--- src/sv/mcbrb_pkg.sv ---
// Shared types and constants for the multi-channel byte ring buffers.
`default_nettype none
package mcbrb_pkg;

	localparam int KIND_W = 2;
	localparam int CHAN_W = 2;
	localparam int BYTE_W = 8;
	localparam int FILL_W = 10;

	typedef enum logic [KIND_W-1:0] {
		KIND_TX_PUSH = 2'd0,
		KIND_TX_POP  = 2'd1,
		KIND_RX_PUSH = 2'd2,
		KIND_RX_POP  = 2'd3
	} kind_t;

	// Memory enables issued by the control unit for one item.
	typedef struct packed {
		logic tx_we;
		logic tx_re;
		logic rx_we;
		logic rx_re;
	} mem_ctl_t;

	// Result fields held for the cycle after an item is accepted.
	typedef struct packed {
		logic              pop_valid;
		logic              push_dropped;
		logic              pop_empty;
		logic              pop_tx;
		logic [FILL_W-1:0] tx_fill;
		logic [FILL_W-1:0] rx_fill;
	} res_t;

endpackage
`default_nettype wire

--- src/sv/mcbrb_ctrl.sv ---
// Ring pointer registers, full/empty checks, memory requests and result register.
`default_nettype none
module mcbrb_ctrl import mcbrb_pkg::*; #(
	parameter int CHANNELS   = 4,
	parameter int RING_DEPTH = 1024
) (
	input  wire logic                                   clk,
	input  wire logic                                   arst_n,
	input  wire logic                                   accept,
	input  wire logic [KIND_W-1:0]                      kind,
	input  wire logic [CHAN_W-1:0]                      channel,
	output mem_ctl_t                                    mem_ctl,
	output logic [$clog2(CHANNELS*RING_DEPTH)-1:0]      addr,
	output logic                                        done,
	output res_t                                        res
);

	localparam int PTR_W    = $clog2(RING_DEPTH);
	localparam int CH_IDX_W = (CHANNELS > 1) ? $clog2(CHANNELS) : 1;
	localparam int ADDR_W   = $clog2(CHANNELS*RING_DEPTH);
	localparam int CMP_W    = (CHAN_W > 5) ? CHAN_W : 5;

	logic [PTR_W-1:0] tx_wp_q [CHANNELS];
	logic [PTR_W-1:0] tx_rp_q [CHANNELS];
	logic [PTR_W-1:0] rx_wp_q [CHANNELS];
	logic [PTR_W-1:0] rx_rp_q [CHANNELS];

	logic [CH_IDX_W-1:0] ch_idx;
	logic                in_range;
	logic [PTR_W-1:0]    tx_wp, tx_rp, rx_wp, rx_rp;
	logic [PTR_W-1:0]    tx_wp_n, tx_rp_n, rx_wp_n, rx_rp_n;
	logic [PTR_W-1:0]    slot;
	mem_ctl_t            mc;
	res_t                res_d;
	res_t                res_s1;
	logic                done_s1;

	function automatic logic [PTR_W-1:0] ring_next(input logic [PTR_W-1:0] p);
		return (p == PTR_W'(RING_DEPTH - 1)) ? '0 : p + PTR_W'(1);
	endfunction

	function automatic logic [FILL_W-1:0] ring_fill(input logic [PTR_W-1:0] w,
			input logic [PTR_W-1:0] r);
		logic [PTR_W:0] d;
		d = {1'b0, w} - {1'b0, r};
		if (w < r) begin
			d = d + (PTR_W+1)'(RING_DEPTH);
		end
		return FILL_W'(d);
	endfunction

	assign ch_idx   = CH_IDX_W'(channel);
	assign in_range = CMP_W'(channel) < CMP_W'(CHANNELS);

	assign tx_wp = tx_wp_q[ch_idx];
	assign tx_rp = tx_rp_q[ch_idx];
	assign rx_wp = rx_wp_q[ch_idx];
	assign rx_rp = rx_rp_q[ch_idx];

	always_comb begin
		tx_wp_n = tx_wp;
		tx_rp_n = tx_rp;
		rx_wp_n = rx_wp;
		rx_rp_n = rx_rp;
		slot    = tx_wp;
		mc      = '0;
		res_d   = '0;
		case (kind_t'(kind))
			KIND_TX_PUSH: begin
				slot = tx_wp;
				if (ring_next(tx_wp) == tx_rp) begin
					res_d.push_dropped = 1'b1;
				end else begin
					mc.tx_we = 1'b1;
					tx_wp_n  = ring_next(tx_wp);
				end
			end
			KIND_TX_POP: begin
				slot         = tx_rp;
				res_d.pop_tx = 1'b1;
				if (tx_wp == tx_rp) begin
					res_d.pop_empty = 1'b1;
				end else begin
					mc.tx_re        = 1'b1;
					res_d.pop_valid = 1'b1;
					tx_rp_n         = ring_next(tx_rp);
				end
			end
			KIND_RX_PUSH: begin
				slot = rx_wp;
				if (ring_next(rx_wp) == rx_rp) begin
					res_d.push_dropped = 1'b1;
				end else begin
					mc.rx_we = 1'b1;
					rx_wp_n  = ring_next(rx_wp);
				end
			end
			KIND_RX_POP: begin
				slot = rx_rp;
				if (rx_wp == rx_rp) begin
					res_d.pop_empty = 1'b1;
				end else begin
					mc.rx_re        = 1'b1;
					res_d.pop_valid = 1'b1;
					rx_rp_n         = ring_next(rx_rp);
				end
			end
			default: begin
				mc = '0;
			end
		endcase
		res_d.tx_fill = ring_fill(tx_wp_n, tx_rp_n);
		res_d.rx_fill = ring_fill(rx_wp_n, rx_rp_n);
		// drop everything for a channel that does not exist, and the memory requests when no item is taken
		if (!(accept && in_range)) begin
			mc = '0;
		end
		if (!in_range) begin
			res_d = '0;
		end
	end

	assign mem_ctl = mc;
	assign addr    = ADDR_W'(ch_idx) * ADDR_W'(RING_DEPTH) + ADDR_W'(slot);

	always_ff @(posedge clk or negedge arst_n) begin
		if (!arst_n) begin
			for (int i = 0; i < CHANNELS; i++) begin
				tx_wp_q[i] <= '0;
				tx_rp_q[i] <= '0;
				rx_wp_q[i] <= '0;
				rx_rp_q[i] <= '0;
			end
		end else if (accept && in_range) begin
			tx_wp_q[ch_idx] <= tx_wp_n;
			tx_rp_q[ch_idx] <= tx_rp_n;
			rx_wp_q[ch_idx] <= rx_wp_n;
			rx_rp_q[ch_idx] <= rx_rp_n;
		end
	end

	always_ff @(posedge clk or negedge arst_n) begin
		if (!arst_n) begin
			done_s1 <= 1'b0;
		end else begin
			done_s1 <= accept;
		end
	end

	always_ff @(posedge clk) begin
		if (accept) begin
			res_s1 <= res_d;
		end
	end

	assign done = done_s1;
	assign res  = res_s1;

endmodule
`default_nettype wire
--- config.mk ---
export PLATFORM = sky130hd
export DESIGN_NAME = mcbrb_ctrl
export DESIGN_NICKNAME = d
export VERILOG_FILES = /design/src/sv/mcbrb_pkg.sv /design/src/sv/mcbrb_ctrl.sv
export SDC_FILE = /design/constraint.sdc
export NUM_CORES = 1
export LEC_CHECK = 0
export BUFFER_PORTS_ARGS = -buffer_cell sky130_fd_sc_hd__buf_2
export CAP_MARGIN = 5
export CORE_MARGIN = 8
export CORE_UTILIZATION = 67
export DETAILED_ROUTE_END_ITERATION = 7
export PLACE_DENSITY = 0.83
export SLEW_MARGIN = 15
export SYNTH_ARGS = -nofsm -noshare
export SYNTH_HDL_FRONTEND = slang
export SYNTH_SLANG_ARGS = --single-unit
--- constraint.sdc ---
create_clock -name clk -period 10.11 [get_ports clk]
set_input_delay 0.5055 -clock clk [delete_from_list [all_inputs] [get_ports clk]]
set_output_delay 0.5055 -clock clk [all_outputs]
set_load 0.005 [all_outputs]
Yosys cells after proc, flatten, opt, wreduce, memory -nomap -nowiden
Index checks and enable logic that the tools add are counted.
{ "word_totals": {"register_bits": 185, "in_bits": 7, "output_inout_bits": 41, "word_cells": 100} }
{ "classes": {"n_addsub": 9, "magnitude_cmp": 4, "n_eq_ne": 11, "muxes": 50, "bitwise_logic": 1, "reduce_logical": 2} }
{ "op_table": {"columns": ["operator", "count"], "rows": [
  ["$mux W10", 23],
  ["$bwmux W40", 4],
  ["$bmux W10 S2", 4],
  ["$add A10 B1 Y10 const B", 6],
  ["$eq A10 B10 Y1", 4],
  ["$eq A10 B10 Y1 const B", 4],
  ["$pmux W10 S4", 1],
  ["$demux W10 S2", 1],
  ["$lt A10 B10 Y1", 2],
  ["$sub A10 B10 Y10", 2],
  ["$mux W1", 13],
  ["$add A12 B10 Y12", 1],
  ["$pmux W1 S2", 3],
  ["$eq A2 B2 Y1 const B", 2],
  ["$mux W4", 1],
  ["$ge A3 B3 Y1 const B", 1],
  ["$lt A3 B1 Y1 const B", 1],
  ["$not A2 Y3", 1],
  ["$eq A2 B1 Y1 const B", 1],
  ["$logic_not A2 Y1", 1],
  ["$logic_and A1 B1 Y1", 1]
]} }

Longest topological paths before layout
Gate-level depths: netlist of the first run.
{ "depth": {"ltp_word": 12, "depth_mapped": 27, "ltp_nobuf": 23} }

Least setup slack after synthesis of the first run
Ideal clock, no wire load.
{ "synth_path": {"path_type": "input-to-reg", "start": "input port channel[0]", "end": "register res_s1, in the netlist res[9] (data pin)", "arrival_time_ps": 5020, "required_ps": 9849, "path_slack_ps": 4829, "stages": 24, "cell_sequence": "buf_6 mux4_2 buf_2 ha_1 nand2b_1 o22a_1 nor4_4 a22o_1 a211o_1 or2_1 a31oi_2 buf_4 mux2i_1 inv_1 ha_1 a21o_1 a21o_1 a21o_1 nand2_1 a21oi_1 a21o_1 a21oi_1 xnor2_1 xnor2_1"} }
{ "synth_lines": {"columns": ["element", "line_no", "rtl"], "rows": [
  ["from (decl)", "mcbrb_ctrl.sv:11", "input wire logic [CHAN_W-1:0] channel,"],
  ["to (signal assigned)", "mcbrb_ctrl.sv:152", "res_s1 <= res_d;"],
  ["to (decl)", "mcbrb_ctrl.sv:35", "res_t res_s1;"]
]} }

==> impl_metrics.ini, run 1 <==
[sta]
slew_violations = 0
fin_setup_tns_ps = 0
setup_viol = 0
clock_skew_ps = 15.56
tightest_slew_ps = 1142
rsz0062_at_grt = no
fin_crit_sh_pct = 71.39
max-slew-margin-rel_pct = 23.90
fmax_ghz = 0.1386
fin_hold_ws_ps = 90.95
finalHoldViolations = 0
layout_min_cycle_time_ps = 7218

[power_and_ir_drop]
power_frac_clock_pct = 26.5
power_density_nw_per_um2 = 231.0
power_w = 0.002609
comb_power_share_pct = 35.0
internal_power_w = 0.001672
leakagePower_nw = 4.750
power_frac_seq_pct = 38.5
netSwitchingFraction_pct = 35.93
p_switching_w = 0.0009373
peakVddDrop_v = 0.0001390

[worst_setup_path]
crit_fanout = 30
rr_endpoint = res[19]
cp-end-kind = register
cp-startpoint = channel[0]
worstSetupPathType = in -> reg
reg2reg_slack_ps = 3620
startpoint_type = primary input
reg2regPathDepth = 23
r2r-start = tx_wp_q[0]
cp_data_required_time_ps = 10290
endpoint = res[19]
arrival_ps = 7400

[global_routing]
grt_first_pass_wirelength_um = 43610
first_global_vias = 8144
grt.total_usage_pct = 27.93
grt_max_degree = 87
antenna_found_initial = 2
grt_overflow = 0

[floorplan]
core_area_um2 = 15260
die-area_um2 = 19890
num_io_pins = 48
die_w_um = 141.0
std_cell_rows = 45
start_util_pct = 68.66
die_y_um = 141.0

[min_path]
hp-class = in -> async

[route]
routedWlPerCell_um = 21.12
drt_iter0_drc = 1007
ant_nets = 0
dr.pass1.iters = 5
vias_per_cell = 6.533
remaining_drc_errors = 0
drt_wl_total_um = 26610
vias = 8231

[synthesis]
synthArstFlopShare_pct = 87.03
syn_nets = 1065
synth_cell_type_count = 74
ys_seq_area_share_pct = 45.34
ys_top_cells_by_count = dfrtp_1, nand2_1, o21ai_0
synth_top_area_cell = dfrtp_1
yosysMostFrequentCell = dfrtp_1
synth_flop_cell = dfrtp_1
syn_area_um2 = 10480
synth_top_area_share_pct = 38.46
synth_edf_count = 24
synthCells = 1034
ys_warn_count = 0
avgSynthCellArea_um2 = 10.13
synth_area_leaders = dfrtp_1, mux4_2, edfxtp_1, o21ai_0, nand2_1
yosys_register_bits = 185

[place]
port_buffers = 47
dp_cells = 1228
dpl.hpwl_um = 17670
placed_area_um2 = 10690
gp_congestion = 0.9712

[clock_tree]
post_cts_resized = 0
htreeDepth = 4
numCtsBuffers = 17
cts_sinks = 185
ctsHoldBuffers = 0
post_cts_buffers = 0
clk_pin_slew_ps = 70
clk_latency_ps = 450
cts_tree = done
clockBufferDepth = 2
cts_root_buf = clkbuf_16

[cells_and_area]
final_cell_count_no_fill = 1260
diodes = 0
area_growth_pct = 7.787
fin_nets = 1067
fin_area_um2 = 11290
filler_cell_count = 1102
drive_gt1_share_pct = 15.25

[status]
status = complete, no violations

[run]
max_cap_viol_count = 0
[placed cells by master (no fill, tap or decap), types with 3 or more instances in the layout]
master and count:
inv_6 5, buf_4 10, and2_1 8, a21oi_1 62, nand3_1 15, o22ai_1 3, nor3_1 10, and3_1 13
a31oi_1 7, o21ai_1 15, nor2_1 72, clkbuf_16 17, xnor2_1 36, nand4_1 11, buf_2 45, nand3b_1 5
nor4_1 5, inv_1 33, xor2_1 25, nand2b_1 4, ha_1 22, mux2i_1 14, a21o_1 7, mux4_2 49
nand2_1 157, nor2b_1 11, inv_8 5, o21ai_0 125, o21bai_1 4, and4_1 4, edfxtp_1 24, dfrtp_1 161
a22oi_2 3
[kinds of logic after synthesis]
| logic type | synth area share [%] |
|---|---|
| compound gates | 14.58 |
| mux | 12.35 |
| buf+inv | 4.777 |
| flops | 45.34 |
| simple gates | 14.48 |
| fa+ha+maj | 3.010 |
| xor+xnor | 5.470 |
[flip-flops by register name (all words and copies together) (netlist names)]
name and count:
done 1, res 24, rx_rp_q 40, rx_wp_q 40, tx_rp_q 40, tx_wp_q 40
[power groups by stage]
stage	Combinational, W	Clock [W]	Sequential (W)
2_1_floorplan	0.000658	0	0.000996
3_3_place_gp	0.000873	0	0.00101
3_5_place_dp	0.000890	0	0.00101
4_1_cts	0.000902	0.000691	0.00100
5_1_grt	0.00101	0.000718	0.00102
6_report	0.000914	0.000691	0.00100
[worst max-delay path: stages]
cell and delay (ps):
buf_4 400, buf_4 540, mux4_2 470, ha_1 290, nand2_1 80, o22ai_1 710
and4_1 410, a21oi_1 60, o32a_1 300, nor4_1 320, o2111ai_1 460, and2_1 430
mux2i_2 350, inv_1 140, ha_1 280, nor2b_1 120, o21ai_0 230, a21boi_0 180
o21ai_0 170, nand2b_1 100, a21o_1 180, a21oi_1 220, o21ai_0 140, xor2_1 160
xnor2_1 130
[layout make-up]
class,instances,area (um^2),area share (%)
Sequential cell,185,4750,42.06
Tap cell,211,264.0,2.338
Inverter,33,123.9,1.097
Multi-Input combinational cell,743,5243,46.43
Timing Repair Buffer,56,311.5,2.759
Clock buffer,17,425.4,3.767
Clock inverter,15,175.2,1.551
[layer usage]
| metal | global-route usage (%) | up-vias | wire length, um |
|---|---|---|---|
| li1 | - | 3672 | - |
| met1 | 37.37 | 4045 | 10660 |
| met2 | 43.92 | 440 | 12740 |
| met3 | 5.638 | 70 | 2383 |
| met4 | 11.60 | 4 | 794 |
| met5 | 0 | - | 22 |
[worst min path at each step]
stage | to | slack [ps] | start | depth (start not counted)
CTS | rx_rp_q[18] | 130 | arst_n | 1
finish | rx_rp_q[18] | 90 | arst_n | 1
detailed placement | tx_rp_q[13] | 470 | tx_rp_q[13] | 2
floorplan | done | 210 | arst_n | 0
global placement | rx_rp_q[21] | 460 | rx_rp_q[21] | 2
global route | rx_rp_q[18] | 160 | arst_n | 1
[stage by stage]
stage / setup slack (ps) / util [%]
floorplan: 4829 / -
global placement: 2826 / 70.07
detailed placement: 2614 / 70.07
CTS: 3024 / 74.01
global route: 2254 / 74.01
finish: 2892 / 74.01
Power figures use the tool's default switching activity.
==> run 2, diff against run 1 <==
ABC_AREA = 1   (was unset)
CORE_UTILIZATION = 57   (was 67)
PLACE_DENSITY = 0.75   (was 0.83)
clock period = 6.43 ns   (was 10.11 ns; I/O delays follow)
==> run 2 against run 1 <==
Against the previous run:
- largest cell class unchanged
- synthesized cell count increased by 53%
- clock power increased by 59%
- critical path type unchanged
- highest routed layer is now met4
- hold slack improved by 250 ps
- count of clock-buffer cells in the layout unchanged
==> impl_metrics.ini, run 2 <==
[worst_setup_path]
timing.critical_path.mode_cell = nand2_1
cp_slowest_cell = nand3_1
cp_data_required_time_ps = 6640
cp-end-kind = register
worstSetupPathType = in -> reg
cpLargestDelayFamily = simple AND/OR/NAND/NOR gates
crit_fanout = 27
worst-path-buf-inv = 2
startpoint_type = primary input
arrival_ps = 5570
critical_path.max_stage_delay_ps = 430

[synthesis]
synthCells = 1578
yosysMostFrequentCell = nand2_1
ys_top_cells_by_count = nand2_1, dfrtp_1, nand3_1
avgSynthCellArea_um2 = 7.145
syn_area_um2 = 11270
synth_top_area_cell = dfrtp_1
synth_cell_type_count = 47
synth_top_area_share_pct = 35.73
ys_seq_area_share_pct = 42.13
yosys_register_bits = 185
synth_edf_count = 24
synth_area_leaders = dfrtp_1, nand2_1, edfxtp_1, nand3_1, o21ai_0
synthArstFlopShare_pct = 87.03
ys_warn_count = 0
synth_flop_cell = dfrtp_1
syn_nets = 1609

[sta]
slew_violations = 0
rsz0062_at_grt = no
setup_ws_ps = 1075
finalHoldViolations = 0
fmax_ghz = 0.1867
clock_skew_ps = 17.71
max-slew-margin-rel_pct = 25.61
tightest_slew_ps = 1116
setup_viol = 0
fin_crit_sh_pct = 83.28
layout_min_cycle_time_ps = 5355
fin_setup_tns_ps = 0

[clock_tree]
cts_sinks = 185
numCtsBuffers = 17
cts_tree = done
htreeDepth = 4
clk_pin_slew_ps = 90
clockBufferDepth = 2
cts_root_buf = clkbuf_16
clk_latency_ps = 450
post_cts_buffers = 0

[cells_and_area]
area_growth_pct = 8.944
final_cell_mix = nand2_1, dfrtp_1, nand3_1
fin_area_um2 = 12280
fin_nets = 1634
diodes = 0
layout_commonest_cell = nand2_1
fin_util_pct = 63.11
drive_gt1_share_pct = 11.01

[route]
drt_wl_total_um = 35580
ant_nets = 0
drt_iter0_drc = 1253
dr.pass1.iters = 5
remaining_drc_errors = 0
vias_per_cell = 5.728
vias = 10770
routedWlPerCell_um = 18.91

[floorplan]
die_y_um = 156.6
start_util_pct = 57.93
die-area_um2 = 24540
num_io_pins = 48
std_cell_rows = 51
die_w_um = 156.6
core_area_um2 = 19460

[run]
max_cap_viol_count = 0

[global_routing]
grt.total_usage_pct = 29.53
grt_max_degree = 96
antenna_found_initial = 0
grt_overflow = 0
grt_first_pass_wirelength_um = 55360
first_global_vias = 9768

[power_and_ir_drop]
power_density_nw_per_um2 = 317.9
peakVddDrop_v = 0.0002086
leakagePower_nw = 6.251

[place]
placed_area_um2 = 11660
gp_congestion = 0.9942
port_buffers = 47
pre_cts_slack_ps = 733.0
dpl.hpwl_um = 25450

[status]
status = complete, no violations

[min_path]
hp-class = in -> reg
[run 2: cells by family (layout without fill, tap and decap cells)]
family          after synthesis  count (layout)  synth area share, %
buf+inv                     182             220                6.980
compound gates              204             204                9.733
xor+xnor                     26              26                2.086
fa+ha+maj                    24              24                2.797
flops                       185             185                42.13
simple gates                957             957                36.28
[run 2: path summary, 6_finish.rpt]
kind	slack, ps	cells past startpoint	from	to
setup / recovery	1070	32	channel[1]	res[19]
hold / removal	340	1	accept	done
setup reg to reg	1490	31	rx_wp_q[0]	res[9]
hold reg to reg	480	2	rx_wp_q[38]	rx_wp_q[38]
max in group asynchronous	4460	3	arst_n	rx_rp_q[39]
min in group asynchronous	530	2	arst_n	rx_wp_q[5]
[run 2: area by class of cell]
cell class | count | area [um^2]
clock buffer | 17 | 425.4
clock inverter | 15 | 190.2
fill | 1778 | 7179
inverter | 123 | 466.7
multi-input combinational | 1211 | 5741
sequential | 185 | 4750
tap | 265 | 331.6
timing repair buffer | 65 | 379.1
[run 2: stage by stage]
step	total power [W]	instances	hold slack (ps)
after floorplan	0.002372	1578	25.91
after global placement	0.002781	1848	462.5
after detailed placement	0.002796	1848	465.9
after CTS	0.003892	1881	345.7
after global routing	0.004113	1881	376.0
final	0.003904	1881	343.7
[run 2: power breakdown]
| group | internal, W | switching (W) | total, W | leakage (nW) |
|---|---|---|---|---|
| clock | 0.000537 | 0.000559 | 0.00110 | 0.295 |
| combinational | 0.000409 | 0.000863 | 0.00127 | 3.58 |
| sequential | 0.00143 | 0.000104 | 0.00154 | 2.38 |
[run 2: what timing repair did]
item	CTS	global route
hold endpoints to repair	11	0
resized for setup	0	0
hold buffers	1	0
[run 2: per-layer routing]
metal	track usage [%]	vias up	wire [um]
met2	41.76	560	14600
met5	0	-	0
met3	7.308	51	4082
met1	43.67	5042	16200
li1	-	5121	-
met4	8.421	0	692
==> run 3, diff against run 2 <==
CORE_UTILIZATION = 63   (was 57)
PLACE_DENSITY = 0.78   (was 0.75)
clock period = 5.3 ns   (was 6.43 ns; I/O delays follow)
==> run 3 against run 2 <==
Against the previous run:
- the flow now finishes with violations (negative hold slack)
- sequential power up 21%
- worst setup slack worse by 580 ps
- register-to-register slack worse by 900 ps
- sequential share of layout area down 0.92 points
- total power up 24%
- combinational power up 26%
- count of clock-buffer cells in the layout up 1
- critical path depth up 3
- die area down 8.6%
- utilization up 7.7 points
- final cell count up 0.37%
- non-clock buffer count up 43
==> impl_metrics.ini, run 3 (synthesis gave the netlist of run 2 again) <==
[floorplan]
die-area_um2 = 22430
start_util_pct = 63.41
die_w_um = 149.8
core_area_um2 = 17780
die_y_um = 149.8
std_cell_rows = 49
num_io_pins = 48

[clock_tree]
clockBufferDepth = 2
post_cts_resized = 0
clk_latency_ps = 440
cts_sinks = 185
cts_root_buf = clkbuf_16
numCtsBuffers = 17
ctsHoldBuffers = 0
post_cts_buffers = 0
cts_tree = done
htreeDepth = 4
clk_pin_slew_ps = 80

[cells_and_area]
area_growth_pct = 11.61
final_cell_mix = nand2_1, dfrtp_1, nand3_1
drive_gt1_share_pct = 13.50
filler_cell_count = 1518
layout_commonest_cell = nand2_1
fin_nets = 1677
diodes = 0

[sta]
fin_crit_sh_pct = 90.72
layout_min_cycle_time_ps = 4808
slew_violations = 0
fin_setup_tns_ps = 0
rsz0062_at_grt = no
setup_viol = 0
fmax_ghz = 0.2080
tightest_slew_ps = 1191
setup_ws_ps = 491.6
fin_hold_ws_ps = -61.04
clock_skew_ps = 12.22
finalHoldViolations = 56
max-slew-margin-rel_pct = 20.63

[status]
violations = negative hold slack
status = finished, violations left

[power_and_ir_drop]
peakVddDrop_v = 0.0002786
power_density_nw_per_um2 = 383.8
leakagePower_nw = 6.465

[worst_setup_path]
timing.critical_path.mode_cell = nand2_1
startpoint_type = primary input
arrival_ps = 5010
crit_fanout = 13
cp_data_required_time_ps = 5500
cp-end-kind = register
cp_slowest_cell = nor2_1
critical_path.max_stage_delay_ps = 350
worstSetupPathType = in -> reg

[global_routing]
grt_first_pass_wirelength_um = 56980
grt_max_degree = 112
first_global_vias = 10320
antenna_found_initial = 0
grt.total_usage_pct = 32.99
grt_overflow = 0

[route]
dr.pass1.iters = 7
ant_nets = 0
remaining_drc_errors = 0
vias = 11240
drt_wl_total_um = 36530
vias_per_cell = 5.955
drt_iter0_drc = 1432
routedWlPerCell_um = 19.35

[place]
port_buffers = 47
gp_congestion = 1.007
dpl.hpwl_um = 26260
pre_cts_slack_ps = 145.9

[min_path]
hp-class = in -> async

[run]
max_cap_viol_count = 0
run 3: cell count changes in the layout (fill, tap and decap cells not counted), sizes merged:
cell / change
clkbuf: +2
buf: +43
dlygate4sd3: -1
inv: -2
clkinvlp: +1
run 3: final timing paths:
| check | startpoint | endpoint | slack [ps] | depth (start not counted) |
|---|---|---|---|---|
| max in group asynchronous | arst_n | rx_rp_q[35] | 4040 | 2 |
| min | arst_n | rx_wp_q[13] | -60 | 1 |
| max | channel[0] | res[19] | 490 | 35 |
| min reg2reg | tx_rp_q[16] | tx_rp_q[16] | 490 | 2 |
| max reg2reg | rx_wp_q[0] | res[9] | 590 | 31 |
| min in group clk | accept | done | 320 | 1 |
run 3: per-layer routing:
metal	GRT usage, %	vias to the layer above	wire (um)
met2	47.70	695	15550
met4	9.645	0	862
li1	-	5202	-
met1	47.62	5262	15780
met5	0	-	0
met3	8.769	84	4336
run 3: final cells by class:
class                   instances  area [um^2]  area share (%)
clock inverters                14        185.2           1.472
multi-input cells            1211         5743           45.64
flip-flops and latches        185         4750           37.74
well taps                     229        286.5           2.277
inverters                     123        466.7           3.709
clock buffers                  18        450.4           3.580
repair buffers                108        701.9           5.578
run 3: power breakdown:
group / leakage [nW] / internal [W] / switching [W] / total, W
clock: 0.300 / 0.000677 / 0.000681 / 0.00136
sequential: 2.38 / 0.00174 / 0.000131 / 0.00187
combinational: 3.79 / 0.000543 / 0.00106 / 0.00160
run 3: through the flow:
stage | util, % | power, W | instances | instance area, um^2
after floorplan | - | 0.002877 | 1578 | 11270
after global placement | 67.19 | 0.003401 | 1856 | 11950
after detailed placement | 67.19 | 0.003439 | 1856 | 11950
after CTS | 70.76 | 0.004798 | 1888 | 12580
after global routing | 70.77 | 0.005075 | 1888 | 12580
final | 70.77 | 0.004830 | 1888 | 12580
run 3: worst max-delay path: cells and delay by family:
kind | cells | cell delay, ps
adders and majority gates | 1 | 190
AOI/OAI and AO/OA | 4 | 780
buffers and inverters | 10 | 1520
and+or+nand+nor | 20 | 2240
